File: src/rtl/dmacc_pkg.sv
// ----------------------------------------------------------------------------
// dmacc_pkg
// Shared types and codes of the four-channel DMA channel controller.
// ----------------------------------------------------------------------------
`default_nettype none

package dmacc_pkg;

    localparam int NUM_CH = 4;

    // op codes
    localparam logic [2:0] OP_REG_WR     = 3'd0;
    localparam logic [2:0] OP_REG_RD     = 3'd1;
    localparam logic [2:0] OP_MEM_TO_DEV = 3'd2;
    localparam logic [2:0] OP_DEV_TO_MEM = 3'd3;
    localparam logic [2:0] OP_RESET      = 3'd4;
    localparam logic [2:0] OP_PAGE_WR    = 3'd5;

    // register offsets above the address/count block
    localparam logic [3:0] REG_STATUS       = 4'd8;
    localparam logic [3:0] REG_REQUEST      = 4'd9;
    localparam logic [3:0] REG_MASK_BIT     = 4'd10;
    localparam logic [3:0] REG_MODE         = 4'd11;
    localparam logic [3:0] REG_FF_CLEAR     = 4'd12;
    localparam logic [3:0] REG_MASTER_CLEAR = 4'd13;
    localparam logic [3:0] REG_MASK_CLEAR   = 4'd14;
    localparam logic [3:0] REG_MASK_SET     = 4'd15;

    // mode transfer kinds
    localparam logic [1:0] XK_DEV_TO_MEM = 2'd1;
    localparam logic [1:0] XK_MEM_TO_DEV = 2'd2;

    // memory request codes
    localparam logic [1:0] MREQ_NONE  = 2'd0;
    localparam logic [1:0] MREQ_READ  = 2'd1;
    localparam logic [1:0] MREQ_WRITE = 2'd2;

    localparam logic [7:0] STATUS_RESET = 8'h0f;
    localparam logic [7:0] READ_IDLE    = 8'hff;

    typedef struct packed {
        logic [2:0] op;
        logic [3:0] reg_index;
        logic [1:0] chan_sel;
        logic [7:0] data_in;
    } t_item;

    typedef struct packed {
        logic [7:0]  read_data;
        logic [1:0]  mem_request;
        logic [23:0] mem_address;
        logic [7:0]  mem_write_data;
        logic        terminal_count;
    } t_result;

endpackage

`default_nettype wire

File: src/rtl/dmacc_in_if.sv
// ----------------------------------------------------------------------------
// dmacc_in_if
// Event channel into the DMA channel controller.
// ----------------------------------------------------------------------------
`default_nettype none

interface dmacc_in_if;
    logic       valid;
    logic       ready;
    logic [2:0] op;
    logic [3:0] reg_index;
    logic [1:0] chan_sel;
    logic [7:0] data_in;

    modport source (output valid, output op, output reg_index, output chan_sel,
                    output data_in, input ready);
    modport sink   (input valid, input op, input reg_index, input chan_sel,
                    input data_in, output ready);
endinterface

`default_nettype wire

File: src/rtl/dmacc_out_if.sv
// ----------------------------------------------------------------------------
// dmacc_out_if
// Result channel out of the DMA channel controller.
// ----------------------------------------------------------------------------
`default_nettype none

interface dmacc_out_if;
    logic        valid;
    logic        ready;
    logic [7:0]  read_data;
    logic [1:0]  mem_request;
    logic [23:0] mem_address;
    logic [7:0]  mem_write_data;
    logic        terminal_count;

    modport source (output valid, output read_data, output mem_request,
                    output mem_address, output mem_write_data,
                    output terminal_count, input ready);
    modport sink   (input valid, input read_data, input mem_request,
                    input mem_address, input mem_write_data,
                    input terminal_count, output ready);
endinterface

`default_nettype wire

File: src/rtl/dmacc_in_stage.sv
// ----------------------------------------------------------------------------
// dmacc_in_stage
// Input register: holds one event beat until the core consumes it.
// ----------------------------------------------------------------------------
`default_nettype none

module dmacc_in_stage (
    input  wire logic              i_clk,
    input  wire logic              i_rst_n,
    input  wire logic              i_valid,
    input  wire dmacc_pkg::t_item  i_item,
    output logic                   o_ready,
    input  wire logic              i_take,
    output logic                   o_valid,
    output dmacc_pkg::t_item       o_item
);

    logic             r_valid;
    logic             n_valid;
    dmacc_pkg::t_item r_item;

    assign o_ready = !r_valid || i_take;
    assign n_valid = (i_valid && o_ready) || (r_valid && !i_take);

    always_ff @(posedge i_clk) begin
        if (!i_rst_n) begin
            r_valid <= 1'b0;
        end else begin
            r_valid <= n_valid;
        end
    end

    always_ff @(posedge i_clk) begin
        if (i_valid && o_ready) begin
            r_item <= i_item;
        end
    end

    assign o_valid = r_valid;
    assign o_item  = r_item;

endmodule

`default_nettype wire

File: src/rtl/dmacc_core.sv
// ----------------------------------------------------------------------------
// dmacc_core
// Channel register file, status/mask/temp registers and the combinational
// update and result logic for one event.
// ----------------------------------------------------------------------------
`default_nettype none

module dmacc_core (
    input  wire logic              i_clk,
    input  wire logic              i_rst_n,
    input  wire logic              i_cfg_wr_en,
    input  wire logic              i_cfg_wr_data,
    input  wire logic              i_fire,
    input  wire dmacc_pkg::t_item  i_item,
    output dmacc_pkg::t_result     o_result
);

    logic [15:0] r_cur_address [dmacc_pkg::NUM_CH];
    logic [15:0] r_cur_count   [dmacc_pkg::NUM_CH];
    logic [1:0]  r_xfer_kind   [dmacc_pkg::NUM_CH];
    logic        r_step_down   [dmacc_pkg::NUM_CH];
    logic [7:0]  r_page        [dmacc_pkg::NUM_CH];
    logic        r_high_byte;
    logic [7:0]  r_status;
    logic [7:0]  r_mask;
    logic [7:0]  r_temp;
    logic        r_wide_pages;

    logic [15:0] n_cur_address [dmacc_pkg::NUM_CH];
    logic [15:0] n_cur_count   [dmacc_pkg::NUM_CH];
    logic [1:0]  n_xfer_kind   [dmacc_pkg::NUM_CH];
    logic        n_step_down   [dmacc_pkg::NUM_CH];
    logic [7:0]  n_page        [dmacc_pkg::NUM_CH];
    logic        n_high_byte;
    logic [7:0]  n_status;
    logic [7:0]  n_mask;
    logic [7:0]  n_temp;

    logic        is_xfer;
    logic [1:0]  ch;
    logic [1:0]  d_ch;
    logic [15:0] cur_a;
    logic [15:0] cur_c;
    logic [15:0] sel_val;
    logic [15:0] loaded;
    logic [7:0]  d;

    assign d       = i_item.data_in;
    assign d_ch    = d[1:0];
    assign is_xfer = (i_item.op == dmacc_pkg::OP_MEM_TO_DEV) ||
                     (i_item.op == dmacc_pkg::OP_DEV_TO_MEM);
    assign ch      = is_xfer ? i_item.chan_sel : i_item.reg_index[2:1];
    assign cur_a   = r_cur_address[ch];
    assign cur_c   = r_cur_count[ch];
    assign sel_val = i_item.reg_index[0] ? cur_c : cur_a;
    // second byte ORs into the high half, first byte replaces the word
    assign loaded  = r_high_byte ? (sel_val | {d, 8'h00}) : {8'h00, d};

    always_comb begin
        n_cur_address = r_cur_address;
        n_cur_count   = r_cur_count;
        n_xfer_kind   = r_xfer_kind;
        n_step_down   = r_step_down;
        n_page        = r_page;
        n_high_byte   = r_high_byte;
        n_status      = r_status;
        n_mask        = r_mask;
        n_temp        = r_temp;

        o_result.read_data      = dmacc_pkg::READ_IDLE;
        o_result.mem_request    = dmacc_pkg::MREQ_NONE;
        o_result.mem_address    = 24'h000000;
        o_result.mem_write_data = 8'h00;
        o_result.terminal_count = 1'b0;

        case (i_item.op)
            dmacc_pkg::OP_REG_WR: begin
                if (!i_item.reg_index[3]) begin
                    if (i_item.reg_index[0]) begin
                        n_cur_count[ch] = loaded;
                    end else begin
                        n_cur_address[ch] = loaded;
                    end
                    n_high_byte = !r_high_byte;
                end else begin
                    case (i_item.reg_index)
                        dmacc_pkg::REG_REQUEST: begin
                            if (d[2]) begin
                                n_status[{1'b1, d_ch}] = 1'b1;
                            end else begin
                                n_status[{1'b1, d_ch}] = 1'b0;
                                n_status[{1'b0, d_ch}] = 1'b0;
                            end
                        end
                        dmacc_pkg::REG_MASK_BIT: begin
                            n_mask[{1'b1, d_ch}] = d[2];
                            n_mask[{1'b0, d_ch}] = d[2];
                        end
                        dmacc_pkg::REG_MODE: begin
                            n_xfer_kind[d_ch] = d[3:2];
                            n_step_down[d_ch] = d[5];
                        end
                        dmacc_pkg::REG_FF_CLEAR: begin
                            n_temp      = d;
                            n_high_byte = 1'b0;
                        end
                        dmacc_pkg::REG_MASTER_CLEAR: begin
                            n_high_byte = 1'b0;
                        end
                        dmacc_pkg::REG_MASK_CLEAR: begin
                            n_mask = r_mask & ~d;
                        end
                        dmacc_pkg::REG_MASK_SET: begin
                            n_mask = r_mask | d;
                        end
                        default: begin
                            // command register: ignored
                        end
                    endcase
                end
            end
            dmacc_pkg::OP_REG_RD: begin
                if (!i_item.reg_index[3]) begin
                    o_result.read_data = r_high_byte ? sel_val[15:8] : sel_val[7:0];
                    n_high_byte        = !r_high_byte;
                end else begin
                    case (i_item.reg_index)
                        dmacc_pkg::REG_STATUS:       o_result.read_data = r_status | 8'h01;
                        dmacc_pkg::REG_MASK_BIT:     o_result.read_data = r_mask;
                        dmacc_pkg::REG_MASTER_CLEAR: o_result.read_data = r_temp;
                        default:                     o_result.read_data = dmacc_pkg::READ_IDLE;
                    endcase
                end
            end
            dmacc_pkg::OP_MEM_TO_DEV, dmacc_pkg::OP_DEV_TO_MEM: begin
                if (i_item.op == dmacc_pkg::OP_MEM_TO_DEV &&
                    r_xfer_kind[ch] == dmacc_pkg::XK_MEM_TO_DEV) begin
                    o_result.mem_request = dmacc_pkg::MREQ_READ;
                    o_result.mem_address = {r_page[ch], cur_a};
                end else if (i_item.op == dmacc_pkg::OP_DEV_TO_MEM &&
                             r_xfer_kind[ch] == dmacc_pkg::XK_DEV_TO_MEM) begin
                    o_result.mem_request    = dmacc_pkg::MREQ_WRITE;
                    o_result.mem_address    = {r_page[ch], cur_a};
                    o_result.mem_write_data = d;
                end
                n_cur_address[ch] = r_step_down[ch] ? (cur_a - 16'd1) : (cur_a + 16'd1);
                n_cur_count[ch]   = cur_c - 16'd1;
                // count wraps from zero: terminal count
                if (cur_c == 16'h0000) begin
                    o_result.terminal_count = 1'b1;
                    n_status[{1'b1, ch}]    = 1'b0;
                    n_status[{1'b0, ch}]    = 1'b1;
                end
            end
            dmacc_pkg::OP_RESET: begin
                n_status = dmacc_pkg::STATUS_RESET;
                for (int i = 0; i < dmacc_pkg::NUM_CH; i++) begin
                    n_xfer_kind[i] = 2'd0;
                end
            end
            dmacc_pkg::OP_PAGE_WR: begin
                n_page[i_item.chan_sel] = r_wide_pages ? d : {4'h0, d[3:0]};
            end
            default: begin
            end
        endcase
    end

    always_ff @(posedge i_clk) begin
        if (!i_rst_n) begin
            for (int i = 0; i < dmacc_pkg::NUM_CH; i++) begin
                r_cur_address[i] <= 16'h0000;
                r_cur_count[i]   <= 16'h0000;
                r_xfer_kind[i]   <= 2'd0;
                r_step_down[i]   <= 1'b0;
                r_page[i]        <= 8'h00;
            end
            r_high_byte  <= 1'b0;
            r_status     <= dmacc_pkg::STATUS_RESET;
            r_mask       <= 8'h00;
            r_temp       <= 8'h00;
            r_wide_pages <= 1'b1;
        end else begin
            if (i_cfg_wr_en) begin
                r_wide_pages <= i_cfg_wr_data;
            end
            if (i_fire) begin
                r_cur_address <= n_cur_address;
                r_cur_count   <= n_cur_count;
                r_xfer_kind   <= n_xfer_kind;
                r_step_down   <= n_step_down;
                r_page        <= n_page;
                r_high_byte   <= n_high_byte;
                r_status      <= n_status;
                r_mask        <= n_mask;
                r_temp        <= n_temp;
            end
        end
    end

endmodule

`default_nettype wire

File: src/rtl/dmacc_out_stage.sv
// ----------------------------------------------------------------------------
// dmacc_out_stage
// Result register: holds a result beat until the receiver takes it.
// ----------------------------------------------------------------------------
`default_nettype none

module dmacc_out_stage (
    input  wire logic                i_clk,
    input  wire logic                i_rst_n,
    input  wire logic                i_load,
    input  wire dmacc_pkg::t_result  i_result,
    output logic                     o_free,
    output logic                     o_valid,
    output dmacc_pkg::t_result       o_result,
    input  wire logic                i_ready
);

    logic               r_valid;
    logic               n_valid;
    dmacc_pkg::t_result r_result;

    assign o_free  = !r_valid || i_ready;
    assign n_valid = i_load || (r_valid && !i_ready);

    always_ff @(posedge i_clk) begin
        if (!i_rst_n) begin
            r_valid <= 1'b0;
        end else begin
            r_valid <= n_valid;
        end
    end

    always_ff @(posedge i_clk) begin
        if (i_load) begin
            r_result <= i_result;
        end
    end

    assign o_valid  = r_valid;
    assign o_result = r_result;

endmodule

`default_nettype wire

File: src/rtl/dma_channel_controller.sv
// ----------------------------------------------------------------------------
// dma_channel_controller
// Four-channel DMA controller: register accesses, transfer steps, page writes.
// ----------------------------------------------------------------------------
// Usage:
//   i_in carries one event beat (op, reg_index, chan_sel, data_in) with
//   valid/ready. o_out returns exactly one result beat per event, in order:
//   read_data, mem_request, mem_address, mem_write_data, terminal_count.
//   i_cfg_wr_en/i_cfg_wr_data write the wide_pages bit; write it only while
//   no event is in flight.
//   An accepted event is held in the input register and loads the result
//   register once that is free; the receiver can then take the result beat.
//   Throughput: one event per cycle while the receiver does not stall; the channel
//   state updates in the same cycle the result register loads, so back-to-back events see each other.
//   Reset (i_rst_n low, synchronous) clears both stage registers and the
//   channel state, sets status to 0x0f and wide_pages to 1.
//   When the receiver stalls, the result register holds and the input
//   register still takes one more beat; after that i_in.ready drops.
// ----------------------------------------------------------------------------
`default_nettype none

module dma_channel_controller (
    input  wire logic   i_clk,
    input  wire logic   i_rst_n,
    input  wire logic   i_cfg_wr_en,
    input  wire logic   i_cfg_wr_data,
    dmacc_in_if.sink    i_in,
    dmacc_out_if.source o_out
);

    dmacc_pkg::t_item   in_item;
    dmacc_pkg::t_item   q_item;
    dmacc_pkg::t_result core_result;
    dmacc_pkg::t_result out_result;
    logic               q_valid;
    logic               out_free;
    logic               fire;
    logic               in_ready;
    logic               out_valid;

    assign in_item.op        = i_in.op;
    assign in_item.reg_index = i_in.reg_index;
    assign in_item.chan_sel  = i_in.chan_sel;
    assign in_item.data_in   = i_in.data_in;

    assign fire = q_valid && out_free;

    dmacc_in_stage u_in_stage (
        .i_clk   (i_clk),
        .i_rst_n (i_rst_n),
        .i_valid (i_in.valid),
        .i_item  (in_item),
        .o_ready (in_ready),
        .i_take  (fire),
        .o_valid (q_valid),
        .o_item  (q_item)
    );

    dmacc_core u_core (
        .i_clk         (i_clk),
        .i_rst_n       (i_rst_n),
        .i_cfg_wr_en   (i_cfg_wr_en),
        .i_cfg_wr_data (i_cfg_wr_data),
        .i_fire        (fire),
        .i_item        (q_item),
        .o_result      (core_result)
    );

    dmacc_out_stage u_out_stage (
        .i_clk    (i_clk),
        .i_rst_n  (i_rst_n),
        .i_load   (fire),
        .i_result (core_result),
        .o_free   (out_free),
        .o_valid  (out_valid),
        .o_result (out_result),
        .i_ready  (o_out.ready)
    );

    assign i_in.ready            = in_ready;
    assign o_out.valid           = out_valid;
    assign o_out.read_data       = out_result.read_data;
    assign o_out.mem_request     = out_result.mem_request;
    assign o_out.mem_address     = out_result.mem_address;
    assign o_out.mem_write_data  = out_result.mem_write_data;
    assign o_out.terminal_count  = out_result.terminal_count;

endmodule

`default_nettype wire

File: src/flat_wrapper.sv
// flat-port wrapper written by rule: the top's interface ports become plain ports
module dma_channel_controller_flat 
  (i_clk, i_rst_n, i_cfg_wr_en, i_cfg_wr_data, i_in_valid, i_in_op, i_in_reg_index, i_in_chan_sel, i_in_data_in, i_in_ready, o_out_valid, o_out_read_data, o_out_mem_request, o_out_mem_address, o_out_mem_write_data, o_out_terminal_count, o_out_ready);
  dmacc_in_if i_in_i ();
  dmacc_out_if o_out_i ();
  input  wire logic i_clk;
  input  wire logic i_rst_n;
  input  wire logic i_cfg_wr_en;
  input  wire logic i_cfg_wr_data;
  input wire logic [$bits(i_in_i.valid)-1:0] i_in_valid;
  input wire logic [$bits(i_in_i.op)-1:0] i_in_op;
  input wire logic [$bits(i_in_i.reg_index)-1:0] i_in_reg_index;
  input wire logic [$bits(i_in_i.chan_sel)-1:0] i_in_chan_sel;
  input wire logic [$bits(i_in_i.data_in)-1:0] i_in_data_in;
  output wire logic [$bits(i_in_i.ready)-1:0] i_in_ready;
  output wire logic [$bits(o_out_i.valid)-1:0] o_out_valid;
  output wire logic [$bits(o_out_i.read_data)-1:0] o_out_read_data;
  output wire logic [$bits(o_out_i.mem_request)-1:0] o_out_mem_request;
  output wire logic [$bits(o_out_i.mem_address)-1:0] o_out_mem_address;
  output wire logic [$bits(o_out_i.mem_write_data)-1:0] o_out_mem_write_data;
  output wire logic [$bits(o_out_i.terminal_count)-1:0] o_out_terminal_count;
  input wire logic [$bits(o_out_i.ready)-1:0] o_out_ready;
  assign i_in_i.valid = i_in_valid;
  assign i_in_i.op = i_in_op;
  assign i_in_i.reg_index = i_in_reg_index;
  assign i_in_i.chan_sel = i_in_chan_sel;
  assign i_in_i.data_in = i_in_data_in;
  assign i_in_ready = i_in_i.ready;
  assign o_out_valid = o_out_i.valid;
  assign o_out_read_data = o_out_i.read_data;
  assign o_out_mem_request = o_out_i.mem_request;
  assign o_out_mem_address = o_out_i.mem_address;
  assign o_out_mem_write_data = o_out_i.mem_write_data;
  assign o_out_terminal_count = o_out_i.terminal_count;
  assign o_out_i.ready = o_out_ready;
  dma_channel_controller u_core (.i_clk(i_clk), .i_rst_n(i_rst_n), .i_cfg_wr_en(i_cfg_wr_en), .i_cfg_wr_data(i_cfg_wr_data), .i_in(i_in_i), .o_out(o_out_i));
endmodule
File: config.mk
export PLATFORM = sky130hd
export DESIGN_NAME = dma_channel_controller_flat
export DESIGN_NICKNAME = d
export VERILOG_FILES = /design/src/rtl/dmacc_pkg.sv /design/src/rtl/dmacc_in_if.sv /design/src/rtl/dmacc_out_if.sv /design/src/rtl/dmacc_in_stage.sv /design/src/rtl/dmacc_core.sv /design/src/rtl/dmacc_out_stage.sv /design/src/rtl/dma_channel_controller.sv /design/src/flat_wrapper.sv
export SDC_FILE = /design/constraint.sdc
export NUM_CORES = 1
export LEC_CHECK = 0
export BUFFER_PORTS_ARGS = -buffer_cell sky130_fd_sc_hd__buf_2
export CORE_UTILIZATION = 40
export CTS_BUF_LIST = sky130_fd_sc_hd__clkbuf_4 sky130_fd_sc_hd__clkbuf_8
export CTS_CLUSTER_SIZE = 28
export DETAILED_ROUTE_END_ITERATION = 10
export SYNTH_ARGS = -nofsm -noshare
export SYNTH_HDL_FRONTEND = slang
export SYNTH_SLANG_ARGS = --single-unit
File: constraint.sdc
create_clock -name i_clk -period 11.3 [get_ports i_clk]
set_clock_uncertainty 0.15 [all_clocks]
set_input_delay 1.695 -clock i_clk [delete_from_list [all_inputs] [get_ports i_clk]]
set_output_delay 1.695 -clock i_clk [all_outputs]
set_load 0.01 [all_outputs]
* Word-level counts from Yosys, hierarchy flattened *
Index checks and enable logic that the tools add are counted.

storage, ports and cells
  flip-flop bits (word level) = 260
  latch bits = 0
  bits in writable memories = 0
  bits in read-only memories = 0
  input port bits = 23
  output and inout port bits = 45
  logic and storage cells = 208
  memories kept = 0

cells by class
  $add $sub $neg = 3
  multiply operators = 0
  div/mod/pow operators = 0
  order comparisons = 14
  equality and inequality tests = 24
  shift operators = 0
  muxes and demuxes = 70
  bitwise logic cells = 17
  reductions and logical operators = 43

operators by type and width
  operator                 number
  $bwmux W64               4
  $mux W64                 4
  $pmux W64 S2             2
  $mux W16                 8
  $mux W8                  12
  $pmux W8 S3              3
  $bmux W16 S2             2
  $mux W34                 1
  $and A8 B8 Y8            4
  $bwmux W32               1
  $demux W16 S2            1
  $eq A4 B4 Y1 const B     8
  $sub A16 B1 Y16 const B  2
  $reduce_and A4 Y1        7
  $mux W25                 1
  $bwmux W8                3
  $not A8 Y8               3
  $add A16 B1 Y16 const B  1
  $bmux W8 S2              1
  $demux W8 S2             1
  $logic_not A16 Y1        1
  $or A16 B16 Y16          1
  $or A8 B8 Y8             2
  $pmux W8 S2              1
  other kinds (36)         97

* Depth between registers and ports, before layout *
  depth after elaboration = 14
  gate-level depth with buffers = 18
  depth with buffers taken out = 14

* By module *
A second synthesis with hierarchy kept.

second synthesis, totals
  cell total of the unflattened synthesis = 1614
  area, all modules = 13509.2 µm²

modules (own cells, without submodules)
  module                  instances  cells an instance  area each (µm²)  seq. area each (µm²)
  dmacc_core              1          1544               11594.9          3943.8
  dmacc_out_stage         1          47                 1340.0           1311.3
  dmacc_in_stage          1          22                 568.0            530.5
  dma_channel_controller  1          1                  6.3              0.0

* Worst setup path before layout *
OpenSTA, ideal clock, no wires.

  path kind = input-to-reg
  from = in o_out_ready
  to = reg u_core.u_core.r_page[24] (netlist bit)
  setup time = 0.128 ns
  data arrival time = 4.343 ns
  required time = 11.022 ns
  path slack = 6.680 ns
  stages = 7
  buffers on the path = 0
  path through = nor2b_1 -> nand2b_1 -> inv_1 -> nand4b_1 -> nor3_1 -> mux2i_1 -> nor2_1

on the way
  cells in the longest elaborated chain, start to end = 3

RTL lines
  element                      RTL line                      RTL
  start, declared              flat_wrapper.sv:22            input wire logic [$bits(o_out_i.ready)-1:0] o_out_ready;
  $logic_or A1 B1 Y1           dmacc_out_stage.sv:22         assign o_free = !r_valid || i_ready;
  $logic_and A1 B1 Y1          dma_channel_controller.sv:46  assign fire = q_valid && out_free;
  named net u_core.fire        dma_channel_controller.sv:37  logic fire;
  $reduce_and A2 Y1 (no line)  --
  end signal, assigned         dmacc_core.sv:192             r_page <= n_page;
  end, declared                dmacc_core.sv:22              logic [7:0] r_page [dmacc_pkg::NUM_CH];

The timed path passes the listed nets, and every way through them passes these cells.
A chain may end at the register's enable or synchronous reset.

* Final worst setup path *
  from = reg u_core.u_in_stage.r_item (netlist bit u_core.u_in_stage.o_item[16])
  to = reg u_core.u_core.r_cur_address[29] (netlist bit)

on the way
  cells in the longest elaborated chain, start to end = 14
  elaborated cells on any way between the ends = 36
  those cells by class = add/sub: 2; order compare: 2; eq/ne: 4; mux: 20; bitwise: 2; reduce/logical: 6

RTL lines
  element                                                   RTL line              RTL
  start, declared                                           dmacc_in_stage.sv:20  dmacc_pkg::t_item r_item;
  start signal, assigned                                    dmacc_in_stage.sv:35  r_item <= i_item;
  branches (longest 14 deep; another with $add A16 B1 Y16)  --
  end signal, assigned                                      dmacc_core.sv:188     r_cur_address <= n_cur_address;
  end, declared                                             dmacc_core.sv:18      logic [15:0] r_cur_address [dmacc_pkg::NUM_CH];

Several ways; the timed one is not identified. The select of a mux whose other input is x is not followed.

==> impl_metrics.yaml <==
placement:
  dpl.hpwl_um: 33600
  postPlaceCellArea_mm2: 0.0143
  port_buffers: 67
  gp_congestion: 0.959
  pre_cts_slack_ns: 5.62
power_and_ir_drop:
  comb_power_share_pct: 15.8
  clkPwrFrac_pct: 41.3
  p_leak_nw: 5.89
  ir_drop_uv: 105
  seqPwrFrac_pct: 42.9
  swShare_pct: 29.8
  intPower_mw: 1.61
  powerDensity_mw_per_mm2: 150
  p_sw_mw: 0.685
  power_mw: 2.30
clocking:
  hold_buffers: 0
  cts_made_buffers: 47
  cts.path.max_buffers: 3
  clkSinkCount: 259
  post_cts_buffers: 0
  cts_tree: "built"
  clk_pin_slew_worst_paths_ns: 0.06
  root_buffer: "clkbuf_8"
  clkLatencyLatePin_ns: 0.60
  cts_resized: 0
  htreeDepth: 2
run:
  maxCapViolCount: 0
cells_and_area:
  final_cell_mix: "nor2_1 (232), dfxtp_1 (199), o21ai_0 (176)"
  design_area_mm2: 0.0153
  layout_commonest_cell: "nor2_1"
  area_growth_pct: 12.5
  insertedDiodeCount: 0
  fill_cells: 3268
  nets: 1678
  seq_area_mm2: 0.00579
  drive_gt1_share_pct: 15.1
  multiInputGateArea_mm2: 0.00720
critical_path:
  crit_type: "flop to flop"
  cpMaxStageDelayCell: "nor2_1"
  required_ns: 11.62
  critPathCaptureType: "flop"
  cp_data_arrival_time_ns: 6.15
  path_cells: "nand2b_1, a31oi_4, o22ai_4, nor2_1, ha_1, a21o_1, a311oi_1, nor3_4, a221oi_4, o21ai_1, mux2_2, o221a_2"
  startpoint_type: "flop"
  critical-path-max-stage-delay_ns: 0.91
  crit_fanout: 27
routing:
  drc_errors: 0
  drt-initial-drc-count: 1741
  via_count: 13200
  wire_per_inst_um: 23.4
  ant_nets: 0
  dr.pass1.iters: 6
  viasPerCell: 6.19
  routed_wl_um: 49700
sta:
  relSlewSlack_pct: 12.9
  setup_tns_ns: 0
  worst_slack_ns: 5.47
  tightest_slew_ns: 1.30
  period_needed_ns: 5.83
  finalSetupViolations: 0
  drv_slew: 0
  final_hold_viol_count: 0
  rsz0062_at_grt: "no"
  post-route-period-util_pct: 51.6
  fmax_mhz: 172
logic_synthesis:
  synth_area_leaders: "dfxtp_1 (29%), edfxtp_1 (13%), nor2_1 (6.5%), o21ai_0 (6.5%), a21oi_1 (6.3%)"
  ys_ff_latch: 259
  netlist_area_mm2: 0.0136
  synth_mux_area_share_pct: 5.65
  synthXorXnorAreaFrac_pct: 1.68
  synth_top_family_by_area: "compound AO/OA/AOI/OAI gates"
  synth_ff_type: "dfxtp_1"
  synth_fa_ha_area_share_pct: 1.62
  synth_top_area_share_pct: 29.3
  syn_nets: 1647
  synth_edf_count: 60
  netlist_instances: 1607
  synth_compound_area_share_pct: 27.1
  synth_cell_types: 83
  synthSimpleGateAreaFrac_pct: 16.7
  postSynthAreaPerCell_um2: 8.45
  synth_seq_area_share_pct: 42.6
  yosysWarnings: 0
  synthArstFlopShare_pct: 0
  yosys.area.top_type: "dfxtp_1"
floorplan:
  chipHeight_um: 186
  fp.coreArea_mm2: 0.0334
  dieArea_mm2: 0.0347
  ioPinCount: 68
  die_w_um: 186
  start_util_pct: 40.6
  rows: 67
grt:
  grt_overflow: 0
  first_global_vias: 12300
  grt_pass1_wl_um: 75400
  gr-usage-all-layers_pct: 28.9
  grt_max_degree: 85
  antenna_found_initial: 0
hold_path:
  hp-class: "flop to flop"
status:
  status: "finished, final reports clean"
==> cells by family after synthesis <==
kind of cell / count (synthesis)
buffers and inverters: 152
AO/OA/AOI/OAI: 591
AND/OR/NAND/NOR: 487
multiplexers: 75
XOR/XNOR: 26
adder cells (fa/ha/maj): 17
flip-flops: 259
==> layer usage <==
layer	track usage, %	share of wire [%]	vias up	wire length (um)
met1	40.2	43	6269	21500
li1	-	-	5960	-
met3	5.74	10	129	5000
met2	43.4	43	801	21300
met4	12.1	3.7	0	1820
met5	0	0	-	0
==> cells in the mapped netlist (all sizes together), types with 3 or more instances <==
library cell and n:
nor2 237, dfxtp 199, o21ai 185, a21oi 171
clkbuf 93, nand2 86, a22oi 62, mux2i 62
edfxtp 60, o22ai 44, nor3 42, a31oi 34
inv 31, buf 28, and2 25, nand2b 18
nand3 17, ha 16, nand4 16, xnor2 15
o211ai 14, mux2 13, o21a 12, a211oi 11
xor2 11, a21o 9, o221ai 9, nor4 8
o22a 7, a221oi 6, nor2b 6, o221a 6
or2 6, or3 5, or4b 5, o211a 4
and3 3, o41ai 3, or4 3
==> worst max-delay path: cells and delay by family, from the launching register on <==
kind | cells | cell delay, ns
mux | 1 | 0.32
simple gates | 3 | 1.59
flops | 1 | 0.72
compound gates | 7 | 2.47
fa+ha+maj | 1 | 0.42
==> power groups by stage <==
stage               Combinational [mW]  Sequential, mW  Clock, mW
floorplan                        0.253           0.992          0
global placement                 0.350            1.00          0
detailed placement               0.350            1.00          0
CTS                              0.352           0.985      0.962
global route                     0.387           0.987       1.01
finish                           0.363           0.986      0.948
==> worst paths after layout <==
check,startpoint,end,slack (ns),cells after the start
worst max-delay path,u_core.u_in_stage.o_item[16],u_core.u_core.r_cur_address[29],5.47,12
worst min-delay path,u_core.u_core.r_mask[7],u_core.u_core.r_mask[7],0.30,2
worst min register to register,u_core.u_core.r_mask[7],u_core.u_core.r_mask[7],0.30,2
worst max register to register,u_core.u_in_stage.o_item[16],u_core.u_core.r_cur_address[29],5.47,12
==> layout make-up <==
cell class	count	area share, %
clock buffers	72	5.71
clock inverters	16	0.901
inverters	31	0.761
multi-input cells	1196	47.1
flip-flops and latches	259	37.9
well taps	448	3.67
repair buffers	103	3.96
==> sequential cells by signal, summed over array words and instances (netlist names), named ones only <==
register and flops:
u_core.u_out_stage.o_valid 1, u_core.u_core.r_step_down 4, u_core.u_in_stage.o_item 17, u_core.u_core.r_high_byte 1
u_core.u_out_stage.o_result 43, u_core.u_core.r_temp 8, u_core.u_core.r_wide_pages 1, u_core.u_core.r_cur_count 64
u_core.u_core.r_mask 8, u_core.u_core.r_page 32, u_core.u_core.r_status 3, u_core.u_core.r_cur_address 64
u_core.u_in_stage.o_valid 1, u_core.u_core.r_xfer_kind 8
==> through the flow <==
stage	utilization (%)	cells	hold WS, ns
2_1_floorplan	-	1607	0.273
3_3_place_gp	42.7	2037	0.293
3_5_place_dp	42.7	2037	0.292
4_1_cts	45.7	2125	0.302
5_1_grt	45.7	2125	0.318
6_report	45.7	2125	0.304
(Power assumes the default switching activity.)
